## src/rtl/xrg_pkg.sv

```systemverilog
package xrg_pkg;

  localparam int WORD_W = 64;
  localparam int HALF_W = 32;
  localparam int FRAC_W = 23;
  localparam int FRAC_SHIFT = 41;

  localparam logic [WORD_W-1:0] GOLDEN_GAMMA = 64'h9E37_79B9_7F4A_7C15;
  localparam logic [WORD_W-1:0] MIX_MUL_ONE  = 64'hBF58_476D_1CE4_E5B9;
  localparam logic [WORD_W-1:0] MIX_MUL_TWO  = 64'h94D0_49BB_1331_11EB;
  localparam logic [WORD_W-1:0] RESET_A      = 64'd9223372036854775783;
  localparam logic [WORD_W-1:0] RESET_B      = 64'd6364136223846793005;

  localparam logic ACT_DRAW = 1'b0;
  localparam logic ACT_SEED = 1'b1;

  typedef struct packed {
    logic              action;
    logic [WORD_W-1:0] seed_value;
  } xrg_cmd_t;

  typedef struct packed {
    logic [WORD_W-1:0] random_word;
    logic [FRAC_W-1:0] unit_fraction;
  } xrg_rnd_t;

  typedef struct packed {
    logic              load;
    logic [WORD_W-1:0] word_a;
    logic [WORD_W-1:0] word_b;
  } xrg_seed_res_t;

endpackage

```

## src/rtl/xrg_mul32.sv

```systemverilog
module xrg_mul32 (
  input  logic        clk,
  input  logic [31:0] op_a,
  input  logic [31:0] op_b,
  output logic [63:0] prod
);
  import xrg_pkg::*;

  always_ff @(posedge clk) begin
    prod <= {{HALF_W{1'b0}}, op_a} * {{HALF_W{1'b0}}, op_b};
  end

endmodule

```

## src/rtl/xrg_seeder.sv

```systemverilog
module xrg_seeder (
  input  logic                   clk,
  input  logic                   rst,
  input  logic                   start,
  input  logic [63:0]            seed,
  output logic                   busy,
  output xrg_pkg::xrg_seed_res_t res
);
  import xrg_pkg::*;

  localparam logic [1:0] ST_IDLE = 2'd0;
  localparam logic [1:0] ST_MUL  = 2'd1;
  localparam logic [1:0] ST_POST = 2'd2;

  logic [1:0]        state;
  logic [1:0]        cnt;
  logic              sel;
  logic              round;
  logic [WORD_W-1:0] x;
  logic [WORD_W-1:0] acc;
  logic [WORD_W-1:0] word_a;
  logic [WORD_W-1:0] mconst;
  logic [WORD_W-1:0] fin;
  logic [WORD_W-1:0] acc_hi_sum;
  logic [HALF_W-1:0] op_a;
  logic [HALF_W-1:0] op_b;
  logic [WORD_W-1:0] prod;

  function automatic logic [WORD_W-1:0] premix(input logic [WORD_W-1:0] v);
    logic [WORD_W-1:0] z;
    z = v + GOLDEN_GAMMA;
    return z ^ (z >> 30);
  endfunction

  xrg_mul32 u_mul (
    .clk  (clk),
    .op_a (op_a),
    .op_b (op_b),
    .prod (prod)
  );

  assign mconst     = sel ? MIX_MUL_TWO : MIX_MUL_ONE;
  assign fin        = acc ^ (acc >> 31);
  assign acc_hi_sum = acc + {prod[HALF_W-1:0], {HALF_W{1'b0}}};

  always_comb begin
    unique case (cnt)
      2'd0: begin
        op_a = x[HALF_W-1:0];
        op_b = mconst[HALF_W-1:0];
      end
      2'd1: begin
        op_a = x[HALF_W-1:0];
        op_b = mconst[WORD_W-1:HALF_W];
      end
      2'd2: begin
        op_a = x[WORD_W-1:HALF_W];
        op_b = mconst[HALF_W-1:0];
      end
      default: begin
        op_a = x[HALF_W-1:0];
        op_b = mconst[HALF_W-1:0];
      end
    endcase
  end

  always_ff @(posedge clk) begin
    if (rst) begin
      state <= ST_IDLE;
      cnt   <= 2'd0;
      sel   <= 1'b0;
      round <= 1'b0;
    end else begin
      unique case (state)
        ST_IDLE: begin
          if (start) begin
            x     <= premix(seed);
            sel   <= 1'b0;
            round <= 1'b0;
            cnt   <= 2'd0;
            state <= ST_MUL;
          end
        end
        ST_MUL: begin
          cnt <= cnt + 2'd1;
          unique case (cnt)
            2'd1: acc <= prod;
            2'd2: acc <= acc_hi_sum;
            2'd3: begin
              acc   <= acc_hi_sum;
              state <= ST_POST;
            end
            default: ;
          endcase
        end
        ST_POST: begin
          cnt <= 2'd0;
          if (!sel) begin
            x     <= acc ^ (acc >> 27);
            sel   <= 1'b1;
            state <= ST_MUL;
          end else if (!round) begin
            word_a <= fin;
            x      <= premix(fin);
            round  <= 1'b1;
            sel    <= 1'b0;
            state  <= ST_MUL;
          end else begin
            state <= ST_IDLE;
          end
        end
        default: state <= ST_IDLE;
      endcase
    end
  end

  assign busy       = (state != ST_IDLE);
  assign res.load   = (state == ST_POST) && sel && round;
  assign res.word_a = word_a;
  assign res.word_b = fin;

endmodule

```

## src/rtl/xoroshiro_random_generator.sv

```systemverilog
// Channel | Signals                         | Payload
// cmd     | cmd_valid / cmd_ready           | cmd.action, cmd.seed_value
// rnd     | rnd_valid / rnd_ready           | rnd.random_word, rnd.unit_fraction
//
// A draw result is registered: it sits in an output register, so draws
// follow each other every cycle while rnd_ready stays high and no seed runs.
// A seed holds cmd_ready low after its beat: two finalizer rounds of two
// 64-bit multiplies, each stepped through one shared registered 32x32
// multiplier (three products) and then folded.
// cmd_ready is low while seeding and while an unread result is stalled.
// Reset (rst, synchronous) loads the fixed start state and empties the output.
module xoroshiro_random_generator (
  input  logic              clk,
  input  logic              rst,
  input  logic              cmd_valid,
  output logic              cmd_ready,
  input  xrg_pkg::xrg_cmd_t cmd,
  output logic              rnd_valid,
  input  logic              rnd_ready,
  output xrg_pkg::xrg_rnd_t rnd
);
  import xrg_pkg::*;

  logic [WORD_W-1:0] state_a;
  logic [WORD_W-1:0] state_b;
  logic [WORD_W-1:0] mix_t;
  logic [WORD_W-1:0] state_a_next;
  logic [WORD_W-1:0] state_b_next;
  logic [WORD_W-1:0] word;
  logic              cmd_fire;
  logic              seed_start;
  logic              draw_fire;
  logic              busy;
  xrg_seed_res_t     seed_res;

  xrg_seeder u_seeder (
    .clk   (clk),
    .rst   (rst),
    .start (seed_start),
    .seed  (cmd.seed_value),
    .busy  (busy),
    .res   (seed_res)
  );

  assign cmd_ready  = !busy && (!rnd_valid || rnd_ready);
  assign cmd_fire   = cmd_valid && cmd_ready;
  assign seed_start = cmd_fire && (cmd.action == ACT_SEED);
  assign draw_fire  = cmd_fire && (cmd.action == ACT_DRAW);

  assign mix_t        = state_a ^ state_b;
  assign state_a_next = {state_a[WORD_W-25:0], state_a[WORD_W-1:WORD_W-24]}
                        ^ mix_t ^ (mix_t << 16);
  assign state_b_next = {mix_t[WORD_W-38:0], mix_t[WORD_W-1:WORD_W-37]};
  assign word         = state_a_next + state_b_next;

  always_ff @(posedge clk) begin
    if (rst) begin
      state_a   <= RESET_A;
      state_b   <= RESET_B;
      rnd_valid <= 1'b0;
    end else begin
      if (seed_res.load) begin
        state_a <= seed_res.word_a;
        state_b <= seed_res.word_b;
      end else if (draw_fire) begin
        state_a <= state_a_next;
        state_b <= state_b_next;
      end
      if (draw_fire) begin
        rnd_valid         <= 1'b1;
        rnd.random_word   <= word;
        rnd.unit_fraction <= word[FRAC_SHIFT +: FRAC_W];
      end else if (rnd_ready) begin
        rnd_valid <= 1'b0;
      end
    end
  end

  a_load_in_seed: assert property (@(posedge clk) disable iff (rst)
    seed_res.load |-> busy)
    else $error("seed load outside seeding");

  a_seed_busy: assert property (@(posedge clk) disable iff (rst)
    seed_start |=> busy)
    else $error("seed accepted but seeder idle");

  a_load_ends: assert property (@(posedge clk) disable iff (rst)
    seed_res.load |=> !busy)
    else $error("seeder still busy after load");

  a_draw_out: assert property (@(posedge clk) disable iff (rst)
    draw_fire |=> rnd_valid)
    else $error("draw gave no result");

endmodule
```

## config.mk

```make
export PLATFORM = sky130hd
export DESIGN_NAME = xoroshiro_random_generator
export DESIGN_NICKNAME = d
export VERILOG_FILES = /design/src/rtl/xrg_pkg.sv /design/src/rtl/xrg_mul32.sv /design/src/rtl/xrg_seeder.sv /design/src/rtl/xoroshiro_random_generator.sv
export SDC_FILE = /design/constraint.sdc
export NUM_CORES = 2
export LEC_CHECK = 0
export ABC_AREA = 1
export BUFFER_PORTS_ARGS = -buffer_cell sky130_fd_sc_hd__buf_2
export CAP_MARGIN = 25
export CORE_MARGIN = 2
export CORE_UTILIZATION = 50
export CTS_BUF_LIST = sky130_fd_sc_hd__clkbuf_16
export DETAILED_ROUTE_END_ITERATION = 12
export PLACE_DENSITY = 0.7
export SYNTH_ARGS = -nofsm -noshare
export SYNTH_HDL_FRONTEND = slang
export SYNTH_SLANG_ARGS = --single-unit
```

## constraint.sdc

```tcl
create_clock -name clk -period 24.2 [get_ports clk]
set_input_delay 3.63 -clock clk [delete_from_list [all_inputs] [get_ports clk]]
set_output_delay 3.63 -clock clk [all_outputs]
set_load 0.01 [all_outputs]
```

==> impl_metrics.csv <==
group,metric,value,unit
status,status,"complete, but fails checks",
status,violations,"DRC",
critical_path,critical_path_arrival,10.85,ns
sta,min_period_over_period,0.430,
route,drtIter0Drc,6838,
critical_path,critical_path.most_common_cell,"fa_1",
yosys,synth.distinct_cells,66,
yosys,synth_fp_nets,9390,
finish,nNetsFinal,9491,
sta,hold_viol_final,0,
sta,drv_slew,0,
yosys,netlist_area,62600,sq um
cts,cts.sinks,455,
min_path,hold_class,"reg2reg",
cts,cts_resized,0,
critical_path,cp-end-kind,"register",
die,io_pins,158,
die,rows,129,
yosys,synth-seq-area-share,0.186,
sta,finalCriticalPeriod,10.40,ns
cts,cts.clk_slew.worst_paths,0.08,ns
cts,clock_insertion_delay_worst_skew,0.66,ns
global_route,antenna_found_initial,7,
route,wl_met3,31000,um
route,met2_length,123000,um
critical_path,crit_type,"reg2reg",
route,drt_pre_antenna_iters,12,
flow_run,maxCapViolations,0,
critical_path,cp_slowest_cell,"dfxtp_2",
die,die_w,358,um
route,routed_wl,282000,um
placement,dp_hpwl,238000,um
yosys,ys_warn_count,0,
critical_path,path_max_fanout,37,
cts,cts_buffer_depth,3,
placement,numPortBuffers,157,
cts,root_buffer,"clkbuf_16",
finish,syn_to_final_growth,6.95,%
finish,multi_input_area,43600,sq um
yosys,synthMostInstantiatedCell,"inv_1",
sta,skew,0.0584,ns
global_route,grt_pass1_wl,401000,um
sta,rsz0062_at_grt,"false",
placement,gp_congestion,1.09,
critical_path,slowest_delay,0.62,ns
cts,cts_tree,"yes",
route,vias,57700,
cts,cts_htree_levels,2,
global_route,grtUsageTotal,0.440,
cts,cts-hold-fix-buffers,0,
finish,num-fill-cells,12000,
finish,regArea,11700,sq um
global_route,grt_pass1_vias,57300,
critical_path,critical_path.startpoint_type,"register",
yosys,synth_cells,8066,
finish,drive_gt1_frac,0.0686,
yosys,synthTopCellsByCount,"1651 x inv_1, 1643 x nand2_1, 809 x nor2_1",
yosys,ys_seq_elements,455,
cts,post-cts-setup-buffer-count,0,
route,met1_length,103000,um
yosys,avgSynthCellArea,7.76,sq um
sta,slew_headroom,0.191,
route,wl_per_cell,28.6,um
yosys,synth_top_area_cell,"fa_1",
sta,worst_pin_slew,1.20,ns
yosys,synth_edf_count,256,
yosys,synth_flop_cell,"edfxtp_1",
sta,fmax,96.1,MHz
die,fp.dieH,358,um
die,die_area,128000,sq um
yosys,yosys.area.top_type_share,0.257,
route,antenna_left,0,
route,drc,2,
cts,cts-buffers-inserted,49,
global_route,grt_max_degree,81,
route,highest_layer,"met5",
die,start_util,0.505,
critical_path,worst_ep_required_time,24.65,ns
sta,fin_setup_tns,0,ns
yosys,async_reset_ff_frac,0,
global_route,grt-ovfl-total,0,
sta,setup_viol,0,
route,viasPerCell,5.86,
die,core_area,124000,sq um
yosys,synthTopCellsByArea,"fa_1 26%, edfxtp_1 12%, inv_1 9.9%",
==> per-layer routing <==
layer,track usage,vias up
li1,-,25300
met1,0.533,28000
met2,0.678,3597
met3,0.128,816
met4,0.303,8
met5,0,-
==> registers in the layout, summed over array words and instances (netlist names), 64 cells and up <==
register and count:
u_seeder.acc 64, u_seeder.word_a 64, rnd 64, u_seeder.x 64, u_seeder.u_mul.prod 64, state_b 64
state_a 64
==> placed cells by master (no fill, tap or decap), types with 20 or more instances in the layout <==
cell / n
buf_4: 103
or2_2: 48
nor2_2: 31
a21oi_1: 313
dfxtp_1: 198
a22oi_1: 21
edfxtp_1: 256
a21o_1: 34
clkinv_1: 23
a31oi_1: 69
o21bai_1: 24
nor3_1: 67
inv_1: 1662
xnor2_1: 101
o21ai_0: 241
fa_1: 803
o21ai_1: 31
buf_2: 158
nand2_2: 44
nand3b_1: 31
inv_2: 32
o21ai_2: 21
xor2_1: 255
o221ai_1: 20
ha_1: 451
nand2_1: 1643
nor2_1: 797
clkbuf_16: 51
nand3_1: 375
o211ai_1: 47
nand4_1: 85
==> cells by family after synthesis <==
| family | after synthesis | synth area share |
|---|---|---|
| AND/OR/NAND/NOR | 3170 | 0.212 |
| buffers and inverters | 1921 | 0.119 |
| adder cells (fa/ha/maj) | 1255 | 0.347 |
| AO/OA/AOI/OAI | 902 | 0.0843 |
| flip-flops | 455 | 0.186 |
| XOR/XNOR | 363 | 0.0513 |
==> worst paths after layout <==
| kind | from | endpoint | slack, ns | cells after the start |
|---|---|---|---|---|
| setup / recovery | u_seeder.sel | u_seeder.u_mul.prod[43] | 13.80 | 28 |
| hold / removal | u_seeder.word_a[24] | state_a[24] | 0.43 | 2 |
| setup reg to reg | u_seeder.sel | u_seeder.u_mul.prod[43] | 13.80 | 28 |
| hold reg to reg | u_seeder.word_a[24] | state_a[24] | 0.43 | 2 |
==> final cells by class <==
cell class                 count  share of cell area
antenna                        5            0.000187
clock buffer                  51              0.0191
clock inverter                41             0.00441
inverter                    1707              0.0961
multi-input combinational   5690               0.651
sequential                   455               0.174
tap                         1637              0.0306
timing repair buffer         264              0.0240
==> worst max-delay path: cells and delay by family (launching register included) <==
family	cells	cell delay, ns
buf+inv	10	2.50
xor+xnor	1	0.44
simple gates	8	2.10
fa+ha+maj	9	4.45
flops	1	0.62
==> metrics by stage <==
step	instances	hold slack, ns	instance area (sq um)	worst slack [ns]	util
after floorplan	8066	0.441	62600	15.24	-
after global placement	9744	0.446	65300	14.01	0.526
after detailed placement	9746	0.451	65300	14.30	0.527
after CTS	9838	0.433	66800	14.26	0.539
after global routing	9845	0.478	66900	13.68	0.540
final	9850	0.434	66900	13.80	0.540
Power is not shown: default switching activity piles up to over one toggle a cycle in this logic, so the estimate is an artifact.
